<file path="src/hw/rtl/ucdc_pkg.sv">
// ----------------------------------------------------------------------------
// ucdc_pkg
// Shared types, character constants and helpers for the URL percent codec.
// ----------------------------------------------------------------------------
package ucdc_pkg;

  localparam logic [7:0] CH_PCT    = 8'h25;
  localparam logic [7:0] CH_PLUS   = 8'h2B;
  localparam logic [7:0] CH_SPACE  = 8'h20;
  localparam logic [7:0] CH_DASH   = 8'h2D;
  localparam logic [7:0] CH_USCORE = 8'h5F;
  localparam logic [7:0] CH_DOT    = 8'h2E;
  localparam logic [7:0] CH_0      = 8'h30;
  localparam logic [7:0] CH_9      = 8'h39;
  localparam logic [7:0] CH_UA     = 8'h41;
  localparam logic [7:0] CH_UF     = 8'h46;
  localparam logic [7:0] CH_UZ     = 8'h5A;
  localparam logic [7:0] CH_LA     = 8'h61;
  localparam logic [7:0] CH_LF     = 8'h66;
  localparam logic [7:0] CH_LZ     = 8'h7A;

  localparam logic DIR_DECODE = 1'b0;
  localparam logic DIR_ENCODE = 1'b1;

  // Output bytes produced by one input byte
  typedef struct packed {
    logic [1:0]      cnt;
    logic [2:0][7:0] chars;
    logic            text_end;
  } ucdc_group_t;

  // {valid, value}; value is zero when not a hex digit
  function automatic logic [4:0] hex_val(input logic [7:0] c);
    logic [4:0] r;
    r = 5'd0;
    if (c >= CH_0 && c <= CH_9) begin
      r = {1'b1, 4'(c - CH_0)};
    end else if (c >= CH_LA && c <= CH_LF) begin
      r = {1'b1, 4'(c - CH_LA + 8'd10)};
    end else if (c >= CH_UA && c <= CH_UF) begin
      r = {1'b1, 4'(c - CH_UA + 8'd10)};
    end
    return r;
  endfunction

  function automatic logic [7:0] hex_digit(input logic [3:0] n);
    logic [7:0] r;
    if (n < 4'd10) begin
      r = CH_0 + {4'd0, n};
    end else begin
      r = CH_UA + {4'd0, n} - 8'd10;
    end
    return r;
  endfunction

  function automatic logic passes_plain(input logic [7:0] c);
    return (c >= CH_UA && c <= CH_UZ) || (c >= CH_LA && c <= CH_LZ) ||
           (c >= CH_0 && c <= CH_9) || c == CH_DASH || c == CH_USCORE ||
           c == CH_DOT;
  endfunction

endpackage

</file>
<file path="src/hw/rtl/ucdc_front.sv">
// ----------------------------------------------------------------------------
// ucdc_front
// Accepts input bytes, tracks escape state and builds the output group.
// ----------------------------------------------------------------------------
module ucdc_front (
  input  logic               clk,
  input  logic               rst_n,
  input  logic               direction,
  input  logic               cfg_wr_en,
  input  logic               in_valid,
  output logic               in_ready,
  input  logic [7:0]         in_char,
  input  logic               in_text_end,
  input  logic               q_full,
  output logic               q_push,
  output ucdc_pkg::ucdc_group_t q_data,
  output logic               esc_idle
);
  import ucdc_pkg::*;

  typedef enum logic [2:0] {
    PH_IDLE  = 3'b001,
    PH_PCT   = 3'b010,
    PH_DIGIT = 3'b100
  } phase_t;

  phase_t          phase_r, phase_nxt;
  logic [7:0]      held_r, held_nxt;
  logic [3:0][7:0] buf_v;
  logic [2:0]      n_v;
  logic            do_fresh;
  logic [4:0]      hv;
  logic [3:0]      hh;
  logic            accept;

  assign in_ready = !q_full;
  assign accept   = in_valid && in_ready;
  assign hv       = hex_val(in_char);
  assign hh       = 4'(hex_val(held_r));
  assign esc_idle = (phase_r == PH_IDLE);

  always_comb begin
    buf_v     = '0;
    n_v       = 3'd0;
    phase_nxt = phase_r;
    held_nxt  = held_r;
    do_fresh  = 1'b0;
    if (direction == DIR_ENCODE) begin
      if (passes_plain(in_char)) begin
        buf_v[0] = in_char;
        n_v      = 3'd1;
      end else if (in_char == CH_SPACE) begin
        buf_v[0] = CH_PLUS;
        n_v      = 3'd1;
      end else begin
        buf_v[0] = CH_PCT;
        buf_v[1] = hex_digit(in_char[7:4]);
        buf_v[2] = hex_digit(in_char[3:0]);
        n_v      = 3'd3;
      end
    end else begin
      unique case (phase_r)
        PH_PCT: begin
          if (hv[4]) begin
            held_nxt  = in_char;
            phase_nxt = PH_DIGIT;
          end else begin
            buf_v[0] = CH_PCT;
            n_v      = 3'd1;
            do_fresh = 1'b1;
          end
        end
        PH_DIGIT: begin
          if (hv[4]) begin
            buf_v[0]  = {hh, hv[3:0]};
            n_v       = 3'd1;
            phase_nxt = PH_IDLE;
          end else begin
            buf_v[0] = CH_PCT;
            buf_v[1] = held_r;
            n_v      = 3'd2;
            do_fresh = 1'b1;
          end
        end
        default: do_fresh = 1'b1;
      endcase
      if (do_fresh) begin
        if (in_char == CH_PCT) begin
          phase_nxt = PH_PCT;
        end else begin
          buf_v[n_v[1:0]] = (in_char == CH_PLUS) ? CH_SPACE : in_char;
          n_v             = n_v + 3'd1;
          phase_nxt       = PH_IDLE;
        end
      end
      if (in_text_end) begin
        if (phase_nxt == PH_PCT) begin
          buf_v[n_v[1:0]] = CH_PCT;
          n_v             = n_v + 3'd1;
        end else if (phase_nxt == PH_DIGIT) begin
          buf_v[n_v[1:0]] = CH_PCT;
          buf_v[2'(n_v + 3'd1)] = held_nxt;
          n_v             = n_v + 3'd2;
        end
        phase_nxt = PH_IDLE;
        held_nxt  = 8'd0;
      end
    end
  end

  assign q_data.cnt      = (n_v > 3'd3) ? 2'd3 : n_v[1:0];
  assign q_data.chars    = buf_v[2:0];
  assign q_data.text_end = in_text_end;
  assign q_push          = accept && (n_v != 3'd0);

  always_ff @(posedge clk) begin
    if (!rst_n || cfg_wr_en) begin
      phase_r <= PH_IDLE;
      held_r  <= 8'd0;
    end else if (accept) begin
      phase_r <= phase_nxt;
      held_r  <= held_nxt;
    end
  end

endmodule

</file>
<file path="src/hw/rtl/ucdc_queue.sv">
// ----------------------------------------------------------------------------
// ucdc_queue
// Small FIFO of output groups between front and back.
// ----------------------------------------------------------------------------
module ucdc_queue #(
  parameter int DEPTH = 2
) (
  input  logic                  clk,
  input  logic                  rst_n,
  input  logic                  push,
  input  ucdc_pkg::ucdc_group_t push_data,
  input  logic                  pop,
  output ucdc_pkg::ucdc_group_t head,
  output logic                  full,
  output logic                  nonempty
);
  import ucdc_pkg::*;

  localparam int AW = (DEPTH > 1) ? $clog2(DEPTH) : 1;
  localparam int CW = $clog2(DEPTH + 1);

  ucdc_group_t    mem_r [DEPTH];
  logic [AW-1:0]  wr_ptr_r, rd_ptr_r;
  logic [CW-1:0]  count_r;
  logic           do_push, do_pop;

  assign full     = (count_r == CW'(DEPTH));
  assign nonempty = (count_r != '0);
  assign do_push  = push && !full;
  assign do_pop   = pop && nonempty;
  assign head     = mem_r[rd_ptr_r];

  always_ff @(posedge clk) begin
    if (do_push) begin
      mem_r[wr_ptr_r] <= push_data;
    end
  end

  always_ff @(posedge clk) begin
    if (!rst_n) begin
      wr_ptr_r <= '0;
      rd_ptr_r <= '0;
      count_r  <= '0;
    end else begin
      if (do_push) begin
        wr_ptr_r <= (wr_ptr_r == AW'(DEPTH - 1)) ? '0 : wr_ptr_r + 1'b1;
      end
      if (do_pop) begin
        rd_ptr_r <= (rd_ptr_r == AW'(DEPTH - 1)) ? '0 : rd_ptr_r + 1'b1;
      end
      if (do_push && !do_pop) begin
        count_r <= count_r + 1'b1;
      end else if (do_pop && !do_push) begin
        count_r <= count_r - 1'b1;
      end
    end
  end

endmodule

</file>
<file path="src/hw/rtl/ucdc_back.sv">
// ----------------------------------------------------------------------------
// ucdc_back
// Serializes queued groups into one output byte per transaction.
// ----------------------------------------------------------------------------
module ucdc_back (
  input  logic                  clk,
  input  logic                  rst_n,
  input  ucdc_pkg::ucdc_group_t head,
  input  logic                  q_nonempty,
  output logic                  q_pop,
  output logic                  out_valid,
  input  logic                  out_ready,
  output logic [7:0]            out_char,
  output logic                  out_run_last,
  output logic                  out_text_done
);
  import ucdc_pkg::*;

  logic [1:0] idx_r;
  logic       out_valid_r;
  logic [7:0] out_char_r;
  logic       out_run_last_r;
  logic       out_text_done_r;
  logic       load;
  logic       last;
  logic [7:0] sel_char;

  assign load  = q_nonempty && (!out_valid_r || out_ready);
  assign last  = (idx_r == head.cnt - 2'd1);
  assign q_pop = load && last;

  always_comb begin
    case (idx_r)
      2'd1:    sel_char = head.chars[1];
      2'd2:    sel_char = head.chars[2];
      default: sel_char = head.chars[0];
    endcase
  end

  always_ff @(posedge clk) begin
    if (!rst_n) begin
      out_valid_r <= 1'b0;
      idx_r       <= 2'd0;
    end else begin
      if (load) begin
        out_valid_r <= 1'b1;
        idx_r       <= last ? 2'd0 : idx_r + 2'd1;
      end else if (out_ready) begin
        out_valid_r <= 1'b0;
      end
    end
  end

  always_ff @(posedge clk) begin
    if (load) begin
      out_char_r      <= sel_char;
      out_run_last_r  <= last;
      out_text_done_r <= last && head.text_end;
    end
  end

  assign out_valid     = out_valid_r;
  assign out_char      = out_char_r;
  assign out_run_last  = out_run_last_r;
  assign out_text_done = out_text_done_r;

endmodule

</file>
<file path="src/hw/rtl/url_percent_codec.sv">
// First output byte: the input group is registered in the group queue, then in the output register.
// Throughput: one output byte per cycle from the single output register while
//   a group is queued and out_ready holds; an input byte yields 0 to 3 bytes.
// Input stalls only when the group queue between front and back is full.
// Reset (rst_n, synchronous): direction decode, escape state idle, queue and
//   output empty.
// ----------------------------------------------------------------------------
// url_percent_codec
// Byte-stream URL percent encoder/decoder with a direction register.
// ----------------------------------------------------------------------------
module url_percent_codec #(
  parameter int QUEUE_DEPTH = 2
) (
  input  logic       clk,
  input  logic       rst_n,
  input  logic       cfg_wr_en,
  input  logic       cfg_wr_data,
  input  logic       in_valid,
  output logic       in_ready,
  input  logic [7:0] in_char,
  input  logic       in_text_end,
  output logic       out_valid,
  input  logic       out_ready,
  output logic [7:0] out_char,
  output logic       out_run_last,
  output logic       out_text_done
);
  import ucdc_pkg::*;

  logic        direction_r;
  ucdc_group_t push_data;
  ucdc_group_t head;
  logic        q_push, q_pop, q_full, q_nonempty;
  logic        esc_idle;

  always_ff @(posedge clk) begin
    if (!rst_n) begin
      direction_r <= DIR_DECODE;
    end else if (cfg_wr_en) begin
      direction_r <= cfg_wr_data;
    end
  end

  ucdc_front u_front (
    .clk         (clk),
    .rst_n       (rst_n),
    .direction   (direction_r),
    .cfg_wr_en   (cfg_wr_en),
    .in_valid    (in_valid),
    .in_ready    (in_ready),
    .in_char     (in_char),
    .in_text_end (in_text_end),
    .q_full      (q_full),
    .q_push      (q_push),
    .q_data      (push_data),
    .esc_idle    (esc_idle)
  );

  ucdc_queue #(
    .DEPTH (QUEUE_DEPTH)
  ) u_queue (
    .clk       (clk),
    .rst_n     (rst_n),
    .push      (q_push),
    .push_data (push_data),
    .pop       (q_pop),
    .head      (head),
    .full      (q_full),
    .nonempty  (q_nonempty)
  );

  ucdc_back u_back (
    .clk           (clk),
    .rst_n         (rst_n),
    .head          (head),
    .q_nonempty    (q_nonempty),
    .q_pop         (q_pop),
    .out_valid     (out_valid),
    .out_ready     (out_ready),
    .out_char      (out_char),
    .out_run_last  (out_run_last),
    .out_text_done (out_text_done)
  );

  // end of text flushes any pending escape
  a_end_flush: assert property (@(posedge clk) disable iff (!rst_n)
    (in_valid && in_ready && in_text_end && !cfg_wr_en) |=> esc_idle)
    else $error("escape state not idle after end of text");

  a_done_is_last: assert property (@(posedge clk) disable iff (!rst_n)
    (out_valid && out_text_done) |-> out_run_last)
    else $error("text_done without run_last");

  a_out_from_queue: assert property (@(posedge clk) disable iff (!rst_n)
    $rose(out_valid) |-> $past(q_nonempty))
    else $error("output transaction without queued group");

  a_encode_holds_esc: assert property (@(posedge clk) disable iff (!rst_n)
    (direction_r == DIR_ENCODE && !cfg_wr_en && esc_idle) |=> esc_idle)
    else $error("escape state changed while encoding");

endmodule

</file>
<file path="config.mk">
export PLATFORM = sky130hd
export DESIGN_NAME = url_percent_codec
export DESIGN_NICKNAME = d
export VERILOG_FILES = /design/src/hw/rtl/ucdc_pkg.sv /design/src/hw/rtl/ucdc_front.sv /design/src/hw/rtl/ucdc_queue.sv /design/src/hw/rtl/ucdc_back.sv /design/src/hw/rtl/url_percent_codec.sv
export SDC_FILE = /design/constraint.sdc
export NUM_CORES = 1
export LEC_CHECK = 0
export CAP_MARGIN = 40
export CORE_UTILIZATION = 53
export DETAILED_ROUTE_END_ITERATION = 16
export DONT_BUFFER_PORTS = 1
export PLACE_DENSITY = 0.68
export SYNTH_ARGS = -nofsm -noshare
export SYNTH_HDL_FRONTEND = slang
export SYNTH_HIERARCHICAL = 1
export SYNTH_SLANG_ARGS = --single-unit
</file>
<file path="constraint.sdc">
create_clock -name clk -period 7.5 [get_ports clk]
set_clock_uncertainty 0.05 [all_clocks]
set_input_delay 0.375 -clock clk [delete_from_list [all_inputs] [get_ports clk]]
set_output_delay 0.375 -clock clk [all_outputs]
set_load 0.005 [all_outputs]
</file>
# Word-level counts from Yosys, hierarchy flattened
# Memories as Yosys holds them, arrays and structs flattened. A register that Yosys moved wholly into a read port is not among the register bits.
# Index checks and enable logic that the tools add are counted.
[classes]
addsub = 25
order_cmp = 23
eq_ne = 14
muxes = 75
n_bitwise = 4
reduce_logical = 38
[op_table]
columns = ["op", "count"]
rows = [
  ["2-to-1 mux 8 bit", 16],
  ["2-to-1 mux 24 bit", 4],
  ["2-to-1 mux 32 bit", 3],
  ["bitwise mux 32 bit", 2],
  ["demux 8 bit (select 2 bit)", 3],
  ["less-or-equal comparator 8 x 7 -> 1 bit, second input constant", 6],
  ["2-to-1 mux 3 bit", 14],
  ["== test 8 x 6 -> 1 bit, second input constant", 5],
  ["greater-or-equal comparator 8 x 7 -> 1 bit, second input constant", 4],
  ["2-to-1 mux 16 bit", 2],
  ["one-hot mux 8 bit (2 select lines)", 2],
  ["subtractor 4 x 1 -> 4 bit, second input constant", 6],
  ["bitwise AND 20 bit", 1],
  ["logical AND 1 bit", 20],
  ["NOT 20 bit", 1],
  ["adder 4 bit, second input constant", 4],
  ["adder 7 x 4 -> 8 bit, first input constant", 2],
  ["greater-or-equal comparator 8 x 6 -> 1 bit, second input constant", 2],
  ["less-or-equal comparator 8 x 6 -> 1 bit, second input constant", 2],
  ["2-to-1 mux 4 bit", 4],
  ["subtractor 8 x 4 -> 8 bit, second input constant", 2],
  ["2-to-1 mux 5 bit", 3],
  ["adder 6 x 4 -> 7 bit, first input constant", 2],
  ["2-to-1 mux 2 bit", 7],
  ["26 further kinds", 62],
]
[word_totals]
ff_bits = 29
ramBits = 54
input_bits = 15
output_inout_bits = 12
elab_cells = 191
memories = 1
[mem_list]
columns = ["memory", "words", "word_bits", "read_ports", "rd_ports_with_merged_regs", "write_ports", "line_no", "text"]
rows = [
  ["u_queue.mem_r", 2, 27, 1, 1, 1, "ucdc_queue.sv:22", "ucdc_group_t mem_r [DEPTH];"],
]

# Depth between registers and ports, before layout
# Gate-level depths: netlist of run 1.
[depth]
word_depth = 24
mapped_depth = 24
ltp_nobuf = 23

# Hierarchy
# The synthesis of run 1 kept the hierarchy.
[by_module_without_submodules]
columns = ["mod", "instances", "cells_per_inst", "area_each_um2", "seq_area_each_um2"]
rows = [
  ["ucdc_front", 1, 333, 2313.5, 220.2],
  ["ucdc_queue", 1, 109, 2182.1, 1721.7],
  ["ucdc_back", 1, 60, 640.6, 360.3],
  ["url_percent_codec", 1, 3, 36.3, 20.0],
]

# Least setup slack after synthesis of run 1
# Ideal clock, no wire load.
[synth_timing]
path_kind = "input to register"
start = "input in_char[1]"
end = "memory u_queue/mem_r[0][0] in the netlist's numbering (enable)"
setup_time_ns = 0.408
arrival_time_ns = 5.277
required_ns = 7.042
setup_slack_ns = 1.765
path_stages = 20
n_path_buf = 1
cell_sequence = "clkbuf_1 -> inv_1 -> ha_1 -> or4b_4 -> a311oi_2 -> o32ai_2 -> nor2_1 -> nor2_1 -> a21oi_1 -> ha_1 -> nand2_1 -> o32ai_2 -> ha_1 -> nand2_1 -> nor2_1 -> a21oi_1 -> o221a_2 -> a311oi_1 -> inv_1 -> nor3_2"
[synth_between]
elab_chain_len = 22
elab_cells_between_ends = 58
classes_between = "3 x add/sub; 8 x order compare; 7 x eq/ne; 27 x mux; 13 x reduce/logical"
[synth_rtl]
columns = ["item", "line_no", "text"]
rows = [
  ["from (decl)", "url_percent_codec.sv:20", "input logic [7:0] in_char,"],
  ["greater-or-equal comparator 8 x 7 -> 1 bit / less-or-equal comparator 8 x 7 -> 1 bit (equally long branches)", "ucdc_pkg.sv:40, ucdc_pkg.sv:57", ""],
  ["logical AND 1 bit", "ucdc_pkg.sv:40", "end else if (c >= CH_UA && c <= CH_UF) begin"],
  ["2-to-1 mux 5 bit", "ucdc_pkg.sv:40", ""],
  ["2-to-1 mux 5 bit", "ucdc_pkg.sv:38", "end else if (c >= CH_LA && c <= CH_LF) begin"],
  ["2-to-1 mux 5 bit", "ucdc_pkg.sv:36", "if (c >= CH_0 && c <= CH_9) begin"],
  ["2-to-1 mux 2 bit / 2-to-1 mux 1 bit (equally long branches)", "ucdc_front.sv:74, ucdc_front.sv:64", ""],
  ["one-hot mux 3 bit (2 select lines)", "ucdc_front.sv:62", "unique case (phase_r)"],
  ["2-to-1 mux 3 bit", "ucdc_front.sv:48", "if (direction == DIR_ENCODE) begin"],
  ["[... 7 more ...]", "n/a", ""],
  ["2-to-1 mux 3 bit", "ucdc_front.sv:96", "if (in_text_end) begin"],
  ["2-to-1 mux 3 bit *", "ucdc_front.sv:48", ""],
  ["nonzero test 3 bit *", "ucdc_front.sv:114", "assign q_push = accept && (n_v != 3'd0);"],
  ["logical AND 1 bit *", "ucdc_front.sv:114", ""],
  ["net q_push", "url_percent_codec.sv:33", "logic q_push, q_pop, q_full, q_nonempty;"],
  ["logical AND 1 bit *", "ucdc_queue.sv:29", "assign do_push = push && !full;"],
  ["2-to-1 mux 1 bit *", "ucdc_queue.sv:34", "if (do_push) begin"],
  ["2-to-1 mux 1 bit (not written as such) *", "ucdc_queue.sv:35", "mem_r[wr_ptr_r] <= push_data;"],
  ["to (decl)", "ucdc_queue.sv:22", ""],
]
# Mark *: on every way through the listed nets, which the timed path passes. The rest lies on a longest branch. The select of a mux whose other input is x is not followed.

# Final worst setup path of run 1
[layout_timing]
start = "input in_char[1]"
end = "register u_queue.count_r[1]"
[layout_between]
elab_chain_len = 23
elab_cells_between_ends = 61
classes_between = "3 x add/sub; 8 x order compare; 7 x eq/ne; 26 x mux; 17 x reduce/logical"
[layout_rtl]
columns = ["item", "line_no", "text"]
rows = [
  ["greater-or-equal comparator 8 x 7 -> 1 bit / less-or-equal comparator 8 x 7 -> 1 bit (equally long branches)", "ucdc_pkg.sv:40, ucdc_pkg.sv:57", ""],
  ["logical AND 1 bit", "ucdc_pkg.sv:40", ""],
  ["2-to-1 mux 5 bit", "ucdc_pkg.sv:40", ""],
  ["2-to-1 mux 5 bit", "ucdc_pkg.sv:38", ""],
  ["2-to-1 mux 5 bit", "ucdc_pkg.sv:36", ""],
  ["2-to-1 mux 2 bit / 2-to-1 mux 1 bit (equally long branches)", "ucdc_front.sv:74, ucdc_front.sv:64", ""],
  ["one-hot mux 3 bit (2 select lines)", "ucdc_front.sv:62", ""],
  ["2-to-1 mux 3 bit", "ucdc_front.sv:48", ""],
  ["[... 9 more ...]", "n/a", ""],
  ["nonzero test 3 bit *", "ucdc_front.sv:114", ""],
  ["logical AND 1 bit *", "ucdc_front.sv:114", ""],
  ["net q_push", "url_percent_codec.sv:33", ""],
  ["logical AND 1 bit *", "ucdc_queue.sv:29", ""],
  ["net u_queue.do_push", "ucdc_queue.sv:25", "logic do_push, do_pop;"],
  ["zero test 1 bit", "ucdc_queue.sv:53", "end else if (do_pop && !do_push) begin"],
  ["logical AND 1 bit", "ucdc_queue.sv:53", ""],
  ["nonzero test 2 bit (no line)", "n/a", ""],
  ["to (signal assigned)", "ucdc_queue.sv:52", "count_r <= count_r + 1'b1;"],
  ["to (signal assigned)", "ucdc_queue.sv:54", "count_r <= count_r - 1'b1;"],
  ["to (decl)", "ucdc_queue.sv:24", "logic [CW-1:0] count_r;"],
]
# Marked as above.
# A chain may end at the register's enable or synchronous reset.

==> flow_summary.rst, run 1 <==
.. list-table::
   :header-rows: 1

   * - Metric
     - Value
   * - Worst setup slack after layout
     - 2.319 ns
   * - Category of the worst setup path launch point
     - input pin
   * - Endpoints failing hold
     - 0
   * - Peak ir drop on the vdd network
     - 150.5 uV
   * - Input/output buffers
     - 0
   * - Crit Path Category
     - in2reg
   * - Number of cells on the worst hold path
     - 0
   * - Via count of the first global-routing pass
     - 3809
   * - Overall die area
     - 10140 um2
   * - Net count after synthesis
     - 542
   * - Total gr overflow
     - 0
   * - Synthesized area per cell
     - 10.25 um2
   * - Post-detailed-routing wire length
     - 13.02 mm
   * - Setup slack, reg-to-reg
     - 3.24 ns
   * - Count of standard-cell rows
     - 35
   * - Number of cells traversed by the worst register-to-register path
     - 16
   * - Maximum achievable frequency
     - 0.1930 GHz
   * - Hold buffers post-CTS
     - 0
   * - Maximum root-to-sink buffer count
     - 2
   * - HPWL reported at the end of detailed placement
     - 9.311 mm
   * - Post_cts resized
     - 0
   * - Final-layout setup total negative slack
     - 0 ns
   * - First-pass iteration count of the detailed router
     - 5
   * - Number of violations reported at the end of detailed-routing iteration 0
     - 373
   * - Hold Path End
     - u_queue/mem_r[1][0]
   * - Final Wtd Congestion
     - 0.9589
   * - End of the worst register-to-register path
     - u_queue/count_r[1]
   * - Share of post-route cells with drive strength above 1
     - 15.29%
   * - Final critical delay including setup and external delays
     - 5.181 ns
   * - Max Cap Viol
     - 0
   * - # H-tree levels
     - 3
   * - Critical path startpoint
     - in_char[1]
   * - Wire length per cell
     - 20.80 um
   * - CTS clock-pin slew for the worst setup and hold paths
     - 0.09 ns
   * - Netlist Area Pre-Place
     - 5165 um2
   * - Maximum number of pins on one net before global-route repair
     - 29
   * - Vias per cell
     - 6.478
   * - Cts bufs inserted
     - 9
   * - Total vias in the final route
     - 4055
   * - Gate count after technology mapping
     - 504
   * - Buffer cell driving the clock tree root
     - sky130_fd_sc_hd__clkbuf_8
   * - Setup repair after global routing missed its margin
     - false
   * - Number of antenna violations at the first check in global routing
     - 0
   * - Vertical extent of the die
     - 100.7 um
   * - Static power due to leakage
     - 1.852 nW
   * - Post-CTS Setup Inserts
     - 0
   * - Starting density of the core
     - 55.37%
   * - N_diodes
     - 0
   * - CTS Sinks
     - 84
   * - Min-delay src
     - in_text_end
   * - Worst r2r src
     - u_front/phase_r[2]
   * - Gr usage total
     - 26.65%
   * - DR DRC count
     - 0
   * - Number of nets in the layout
     - 530
   * - Relative slew slack
     - 43.63%
   * - Nature of the critical path endpoint
     - flip-flop
   * - Area delta synth->final
     - 5.111%
   * - Slew at the pin with the worst max-slew slack
     - 0.8419 ns
   * - Final slew viol count
     - 0
   * - Req. time, crit path
     - 7.74 ns
   * - Die W
     - 100.7 um
   * - Status
     - finished clean
   * - Fin crit share
     - 69.08%
   * - Core footprint
     - 9328 um2
   * - Number of I/O pins
     - 27
   * - Power density over the cells
     - 237.8 nW/um2
   * - Global-route wire length before repair
     - 20.43 mm
   * - Worst-skew pair later-pin latency
     - 0.35 ns
   * - Data arrival at the endpoint of the critical path
     - 5.42 ns
   * - Maximum fanout encountered on the critical timing path
     - 13
   * - TritonCTS clock tree
     - yes
   * - Number of setup violations in the final report
     - 0
   * - Worst setup slack before clock tree synthesis
     - 2.095 ns
   * - Residual antenna-violating net count after detailed routing
     - 0
   * - Synth warnings
     - 6
   * - Path type of the worst min-delay path
     - in2reg
==> how the worst max path moves through the flow <==
stage,endpoint
6_report,u_queue/count_r[1]
5_1_grt,u_queue/count_r[1]
4_1_cts,u_queue/count_r[1]
3_5_place_dp,u_queue/count_r[1]
3_3_place_gp,u_queue/count_r[1]
2_1_floorplan,u_queue/mem_r[0][0]
==> flip-flops by register name, indices dropped and copies added (netlist names), named ones only <==
register,count
u_front/held_r,8
u_front/phase_r,3
direction_r,1
u_queue/count_r,2
u_back/out_run_last,1
u_queue/wr_ptr_r,1
u_back/idx_r,2
u_queue/rd_ptr_r,1
u_back/out_valid,1
u_back/out_text_done,1
u_back/out_char,8
u_queue/mem_r,54
==> power by group <==
part	switching [mW]	internal [mW]	leakage (nW)	total, mW
logic	0.200	0.132	1.01	0.331
registers	0.0372	0.629	0.761	0.666
clock network	0.169	0.125	0.0804	0.294
total	0.406	0.885	1.85	1.29
==> final cells by class <==
cell class                      instances  area, um2
Timing Repair Buffer                    6      41.29
Inverter                               25      93.84
Sequential cell                        84       2322
Fill cell                             815       3899
Clock inverter                          7      58.81
Clock buffer                            9      123.9
Tap cell                              129      161.4
Multi-Input combinational cell        366       2628
==> critical path, cell delays in order <==
cell	delay, ns
sky130_fd_sc_hd__inv_1	0.15
sky130_fd_sc_hd__ha_1	0.27
sky130_fd_sc_hd__or4b_4	0.50
sky130_fd_sc_hd__a311oi_2	0.41
sky130_fd_sc_hd__o32ai_2	0.29
sky130_fd_sc_hd__nor2_1	0.39
sky130_fd_sc_hd__nor2_1	0.10
sky130_fd_sc_hd__a21oi_1	0.26
sky130_fd_sc_hd__ha_1	0.19
sky130_fd_sc_hd__nand2_1	0.06
sky130_fd_sc_hd__o32ai_2	0.21
sky130_fd_sc_hd__ha_1	0.24
sky130_fd_sc_hd__nand2_1	0.09
sky130_fd_sc_hd__nor2_1	0.10
sky130_fd_sc_hd__a21oi_1	0.07
sky130_fd_sc_hd__o221a_2	0.25
sky130_fd_sc_hd__a311oi_1	0.37
sky130_fd_sc_hd__inv_1	0.16
sky130_fd_sc_hd__nor2_1	0.16
sky130_fd_sc_hd__ha_1	0.28
sky130_fd_sc_hd__or3_1	0.35
sky130_fd_sc_hd__a21boi_1	0.13
==> metrics by stage <==
step,power [mW],cell area [um2],hold slack (ns),cells,util (%)
floorplan,0.9329,5165,0.4285,504,-
global placement,0.9980,5243,0.4265,609,56.20
detailed placement,1.008,5246,0.4264,610,56.24
CTS,1.301,5429,0.04428,626,58.20
global route,1.365,5429,0.03897,626,58.20
finish,1.291,5429,0.06714,626,58.20
==> metal layers <==
metal / routed length [um] / part of all wire [%] / track usage [%] / vias to the layer above
met3: 755 / 5.8 / 5.479 / 37
met2: 6083 / 47 / 42.52 / 165
met1: 5760 / 44 / 35.37 / 1954
met4: 422 / 3.2 / 11.26 / 0
met5: 0 / 0 / 0 / -
li1: - / - / - / 1899
==> layout by cell type (no fill, tap or decap), drive strengths merged, types with 3 or more instances in the layout <==
| cell type | instances |
|---|---|
| nor3 | 16 |
| a22oi | 20 |
| o21a | 3 |
| a311oi | 4 |
| nor2 | 35 |
| edfxtp | 64 |
| o21ai | 28 |
| nand2b | 9 |
| nor2b | 6 |
| a32oi | 3 |
| nand2 | 43 |
| a31oi | 8 |
| clkbuf | 9 |
| inv | 27 |
| o31ai | 5 |
| nor3b | 4 |
| o32ai | 11 |
| o22ai | 5 |
| dfxtp | 20 |
| buf | 6 |
| xnor2 | 4 |
| and2 | 7 |
| nand3 | 9 |
| ha | 23 |
| a21o | 3 |
| a211oi | 4 |
| a21boi | 3 |
| or3 | 3 |
| and3 | 5 |
| mux2 | 28 |
| a21oi | 24 |
| a22o | 3 |
| or2 | 4 |
| o32a | 3 |
| a221o | 3 |
| nand4 | 3 |
| clkinvlp | 4 |
| o211ai | 4 |
No activity file was read; power rests on OpenSTA's default activity.
==> run 2: changes to the inputs <==
clock period = 5.4 ns   (was 7.5 ns; I/O delays follow)
==> run 2 against run 1 <==
Against the previous run:
- critical path type unchanged
- setup slack worse by 1.8 ns
- routed wire length is 0.81% higher
- via count is 0.76% higher
- global-route usage is 0.75 points higher
- register-to-register slack worse by 1.7 ns
- core utilization is 0.70 points higher
- first-iteration DRC count is 22% lower
- cell count is 0.96% higher
- sequential cell count stayed put
==> flow_summary.rst, run 2 (synthesis results as in run 1) <==
.. list-table::
   :header-rows: 1

   * - Metric
     - Value
   * - Status
     - finished clean
   * - Die W
     - 100.7 um
   * - Final critical delay including setup and external delays
     - 4.854 ns
   * - Slew at the pin with the worst max-slew slack
     - 0.7130 ns
   * - Overall die area
     - 10140 um2
   * - Maximum number of pins on one net before global-route repair
     - 29
   * - Setup repair after global routing missed its margin
     - false
   * - Cts bufs inserted
     - 9
   * - Number of nets in the layout
     - 536
   * - Peak ir drop on the vdd network
     - 168.8 uV
   * - Slowest cell on the critical path
     - sky130_fd_sc_hd__or4b_4
   * - Global-route wire length before repair
     - 20.87 mm
   * - Vertical extent of the die
     - 100.7 um
   * - Number of I/O pins
     - 27
   * - Maximum achievable frequency
     - 0.2060 GHz
   * - First-pass iteration count of the detailed router
     - 5
   * - Commonest cells after routing, fill and taps aside
     - 64 x sky130_fd_sc_hd__edfxtp_1, 42 x sky130_fd_sc_hd__nand2_1, 35 x sky130_fd_sc_hd__nor2_1
   * - Nature of the critical path endpoint
     - flip-flop
   * - Data arrival at the endpoint of the critical path
     - 5.09 ns
   * - Fin crit share
     - 89.89%
   * - Hold buffers post-CTS
     - 3
   * - Crit-path cells
     - inv_1 -> ha_1 -> or4b_4 -> a311oi_2 -> o32ai_2 -> nor2_1 -> nor2_1 -> a21oi_1 -> ha_1 -> nand2_1 -> o32ai_2 -> ha_1 -> nand2_1 -> nor2_1 -> a21oi_1 -> o221a_2 -> a311oi_1 -> inv_1 -> nor2_1 -> ha_1 -> or3_1 -> a21boi_1
   * - Number of setup violations in the final report
     - 0
   * - N_diodes
     - 0
   * - TritonCTS clock tree
     - yes
   * - Req. time, crit path
     - 5.63 ns
   * - Category of the worst setup path launch point
     - input pin
   * - Via count of the first global-routing pass
     - 3872
   * - Post-detailed-routing wire length
     - 13.13 mm
   * - Relative slew slack
     - 52.32%
   * - Power density over the cells
     - 330.7 nW/um2
   * - DR DRC count
     - 0
   * - Crit Path Category
     - in2reg
   * - Wire length per cell
     - 20.77 um
   * - # H-tree levels
     - 3
   * - Total gr overflow
     - 0
   * - HPWL reported at the end of detailed placement
     - 9.370 mm
   * - Most flops, register
     - u_queue/mem_r
   * - Residual antenna-violating net count after detailed routing
     - 0
   * - Maximum root-to-sink buffer count
     - 2
   * - Maximum fanout encountered on the critical timing path
     - 13
   * - Share of post-route cells with drive strength above 1
     - 15.51%
   * - Number of flip-flops under the largest register name
     - 54
   * - Input/output buffers
     - 0
   * - Final-layout setup total negative slack
     - 0 ns
   * - Max Cap Viol
     - 0
   * - Final Wtd Congestion
     - 0.9408
   * - Placed Instances
     - 613
   * - CTS Sinks
     - 84
   * - Core footprint
     - 9328 um2
   * - Largest stage delay, worst path
     - 0.50 ns
   * - Number of violations reported at the end of detailed-routing iteration 0
     - 290
   * - Total vias in the final route
     - 4086
   * - Count of standard-cell rows
     - 35
   * - Starting density of the core
     - 55.37%
   * - Filler-free cell count of the finished design
     - 632
   * - Path type of the worst min-delay path
     - in2reg
   * - CTS clock-pin slew for the worst setup and hold paths
     - 0.09 ns
   * - Most common library cell in the layout ignoring fill and taps
     - sky130_fd_sc_hd__edfxtp_1
   * - Post-CTS Setup Inserts
     - 0
   * - Endpoints failing hold
     - 0
   * - Buffer cell driving the clock tree root
     - sky130_fd_sc_hd__clkbuf_8
   * - Area delta synth->final
     - 6.371%
   * - Worst-skew pair later-pin latency
     - 0.35 ns
   * - Number of antenna violations at the first check in global routing
     - 0
   * - Vias per cell
     - 6.465
   * - Gr usage total
     - 27.41%
   * - Post_cts resized
     - 0
   * - Static power due to leakage
     - 1.889 nW
   * - Final slew viol count
     - 0
run 2: worst max-delay path, delay by kind of cell:
family	cells	cell delay, ns
compound gates	8	1.85
buf+inv	2	0.32
fa+ha+maj	4	0.94
simple gates	8	1.68
run 2: area by class of cell:
| cell class | count | area [um2] |
|---|---|---|
| Clock buffer | 11 | 152.6 |
| Clock inverter | 5 | 42.54 |
| Fill cell | 796 | 3834 |
| Inverter | 25 | 93.84 |
| Multi-Input combinational cell | 366 | 2628 |
| Sequential cell | 84 | 2322 |
| Tap cell | 129 | 161.4 |
| Timing Repair Buffer | 12 | 93.84 |
run 2: layer usage:
metal  routed length, um  global-route usage (%)  vias to the layer above
li1                    -                       -                     1914
met2                6112                   44.36                      192
met3                 840                   4.577                       37
met4                 544                   12.60                        0
met1                5628                   36.10                     1943
met5                   0                       0                        -
run 2: final timing paths:
path / slack [ns] / start / endpoint / cells past startpoint
worst max-delay path: 0.55 / in_char[1] / u_queue/count_r[1] / 22
worst max register to register: 1.57 / u_front/phase_r[1] / u_queue/count_r[1] / 17
worst min-delay path: 0.02 / rst_n / u_queue/count_r[1] / 1
worst min register to register: 0.49 / u_back/idx_r[0] / u_back/idx_r[0] / 2
run 2: through the flow:
| stage | setup WS, ns | util, % | cell area (um2) | power [mW] | hold WS, ns |
|---|---|---|---|---|---|
| after floorplan | 0.1500 | - | 5171 | 1.299 | 0.3376 |
| after global placement | 0.5028 | 56.45 | 5265 | 1.384 | 0.3212 |
| after detailed placement | 0.2682 | 56.49 | 5269 | 1.401 | 0.3214 |
| after CTS | 0.6371 | 58.90 | 5494 | 1.835 | 0.002379 |
| after global routing | 0.2413 | 58.90 | 5494 | 1.918 | 0.002668 |
| final | 0.5460 | 58.90 | 5494 | 1.817 | 0.02246 |
run 2: report_power, final:
| part | switching [mW] | internal [mW] |
|---|---|---|
| Clock | 0.230 | 0.200 |
| Combinational | 0.276 | 0.185 |
| Sequential | 0.0529 | 0.873 |
==> run 3: changes to the inputs <==
==> constraint.sdc (replaced) <==
create_clock -name clk -period 5.4 [get_ports clk]
set_clock_uncertainty 0.05 [all_clocks]
set_input_delay 1.08 -clock clk [delete_from_list [all_inputs] [get_ports clk]]
set_output_delay 1.08 -clock clk [all_outputs]
set_load 0.005 [all_outputs]
==> run 3 against run 2 <==
Against the previous run:
- setup slack got worse by 0.20 ns
- first-iteration DRC count increased by 44%
- largest power group unchanged
- hold slack improved by 0.45 ns
- maximum frequency decreased by 3.9%
==> flow_summary.rst, run 3 (synthesis results as in run 1) <==
.. list-table::
   :header-rows: 1

   * - Metric
     - Value
   * - Number of setup violations in the final report
     - 0
   * - Share of post-route cells with drive strength above 1
     - 18.04%
   * - Residual antenna-violating net count after detailed routing
     - 0
   * - Crit Path Category
     - in2reg
   * - Worst r2r src
     - u_front/phase_r[2]
   * - Total buffers and inverters traversed by the critical path
     - 2
   * - Maximum fanout encountered on the critical timing path
     - 13
   * - Number of violations reported at the end of detailed-routing iteration 0
     - 418
   * - Post_cts resized
     - 0
   * - Relative slew slack
     - 41.98%
   * - TritonCTS clock tree
     - yes
   * - Core Util, Final
     - 59.79%
   * - Most common library cell in the layout ignoring fill and taps
     - sky130_fd_sc_hd__edfxtp_1
   * - Number of nets in the layout
     - 532
   * - Setup repair after global routing missed its margin
     - false
   * - Overall die area
     - 10140 um2
   * - Min-delay src
     - u_queue/count_r[1]
   * - Maximum achievable frequency
     - 0.1981 GHz
   * - CTS Sinks
     - 84
   * - Final Wtd Congestion
     - 1.004
   * - Cts bufs inserted
     - 9
   * - Die W
     - 100.7 um
   * - CTS clock-pin slew for the worst setup and hold paths
     - 0.09 ns
   * - Static power due to leakage
     - 1.893 nW
   * - Worst hold slack across all endpoints
     - 0.4773 ns
   * - Via count of the first global-routing pass
     - 3908
   * - Count of standard-cell rows
     - 35
   * - Vertical extent of the die
     - 100.7 um
   * - Cell class contributing the biggest share of worst-path delay
     - simple AND/OR/NAND/NOR gates
   * - Critical path startpoint
     - in_char[1]
   * - Post-CTS Setup Inserts
     - 0
   * - Buffer cell driving the clock tree root
     - sky130_fd_sc_hd__clkbuf_8
   * - Number of flip-flops under the largest register name
     - 54
   * - Largest stage delay, worst path
     - 0.55 ns
   * - Worst-skew pair later-pin latency
     - 0.36 ns
   * - Category of the worst setup path launch point
     - input pin
   * - Total gr overflow
     - 0
   * - Slew at the pin with the worst max-slew slack
     - 0.8665 ns
   * - Max Cap Viol
     - 0
   * - First-pass iteration count of the detailed router
     - 6
   * - Number of I/O pins
     - 27
   * - Starting density of the core
     - 55.37%
   * - N_diodes
     - 0
   * - Path type of the worst min-delay path
     - reg2reg
   * - Data arrival at the endpoint of the critical path
     - 5.29 ns
   * - Endpoints failing hold
     - 0
   * - Core footprint
     - 9328 um2
   * - Slowest cell on the critical path
     - sky130_fd_sc_hd__or4b_4
   * - Peak ir drop on the vdd network
     - 150.3 uV
   * - Final slew viol count
     - 0
   * - Crit-path cells
     - inv_8 -> ha_4 -> or4b_4 -> a311oi_4 -> o32ai_4 -> nor2_4 -> nand2_2 -> ha_1 -> nand2_1 -> o32ai_2 -> ha_2 -> nand2_2 -> nor2_1 -> a21oi_1 -> o221a_2 -> a311oi_2 -> inv_1 -> nor2_1 -> ha_1 -> or3_1 -> a21boi_1
   * - Global-route wire length before repair
     - 21.31 mm
   * - Power density over the cells
     - 333.6 nW/um2
   * - Wire length per cell
     - 20.99 um
   * - Hold buffers post-CTS
     - 0
   * - Fin crit share
     - 93.50%
   * - Commonest cells after routing, fill and taps aside
     - 64 x sky130_fd_sc_hd__edfxtp_1, 40 x sky130_fd_sc_hd__nand2_1, 34 x sky130_fd_sc_hd__nor2_1
   * - Status
     - finished clean
   * - DR DRC count
     - 0
   * - Nature of the critical path endpoint
     - flip-flop
   * - Maximum root-to-sink buffer count
     - 2
   * - Area delta synth->final
     - 7.970%
   * - Vias per cell
     - 6.521
   * - Most flops, register
     - u_queue/mem_r
   * - Gr usage total
     - 27.88%
   * - Total vias in the final route
     - 4095
   * - Req. time, crit path
     - 5.64 ns
   * - Number of antenna violations at the first check in global routing
     - 0
   * - Post-detailed-routing wire length
     - 13.18 mm
   * - Final critical delay including setup and external delays
     - 5.049 ns
   * - Input/output buffers
     - 0
   * - HPWL reported at the end of detailed placement
     - 9.428 mm
   * - Maximum number of pins on one net before global-route repair
     - 29
   * - # H-tree levels
     - 3
[run 3: through the flow]
stage          worst slack (ns)  total power, mW  std cells  setup TNS, ns  area, um2
6_report                 0.3510            1.860        628              0       5577
5_1_grt                  0.1062            1.967        628              0       5577
4_1_cts                  0.3814            1.876        628              0       5577
3_5_place_dp            0.01706            1.424        612              0       5378
3_3_place_gp             0.1608            1.404        610              0       5366
2_1_floorplan          -0.05663            1.307        504         -1.529       5283
[run 3: report_power, final]
part | internal [mW] | total (mW) | switching (mW)
Sequential | 0.873 | 0.929 | 0.0561
Clock | 0.219 | 0.453 | 0.234
Combinational | 0.197 | 0.479 | 0.281
[run 3: worst register-to-register path, stage by stage, from the launching register on]
cell	delay, ns
sky130_fd_sc_hd__dfxtp_1	0.42
sky130_fd_sc_hd__nor3b_2	0.74
sky130_fd_sc_hd__nand2_2	0.15
sky130_fd_sc_hd__ha_1	0.33
sky130_fd_sc_hd__nand2_1	0.06
sky130_fd_sc_hd__o32ai_2	0.20
sky130_fd_sc_hd__ha_2	0.27
sky130_fd_sc_hd__nand2_2	0.07
sky130_fd_sc_hd__nor2_1	0.08
sky130_fd_sc_hd__a21oi_1	0.06
sky130_fd_sc_hd__o221a_2	0.26
sky130_fd_sc_hd__a311oi_2	0.25
sky130_fd_sc_hd__inv_1	0.13
sky130_fd_sc_hd__nor2_1	0.13
sky130_fd_sc_hd__ha_1	0.27
sky130_fd_sc_hd__or3_1	0.35
sky130_fd_sc_hd__a21boi_1	0.13
[run 3: path summary, 6_finish.rpt]
check | endpoint | slack, ns | depth (start not counted)
setup / recovery | u_queue/count_r[1] | 0.35 | 21
hold reg to reg | u_queue/count_r[1] | 0.48 | 2
hold / removal | u_queue/count_r[1] | 0.48 | 2
setup reg to reg | u_queue/count_r[1] | 1.38 | 16
[run 3: metal layers]
layer  part of all wire [%]  routed length, um  vias to the layer above  global-route usage, %
met1                     44               5755                     1966                  37.95
met3                    6.4                850                       35                  4.993
li1                       -                  -                     1907                      -
met5                      0                  0                        -                      0
met2                     47               6250                      187                  46.00
met4                    2.5                323                        0                  7.246
[run 3: final cells by class]
type	instances	area, um2
Inverter	25	101.3
Clock buffer	10	127.6
Tap cell	129	161.4
Sequential cell	84	2322
Timing Repair Buffer	8	81.33
Multi-Input combinational cell	366	2711
Fill cell	803	3751
Clock inverter	6	71.32
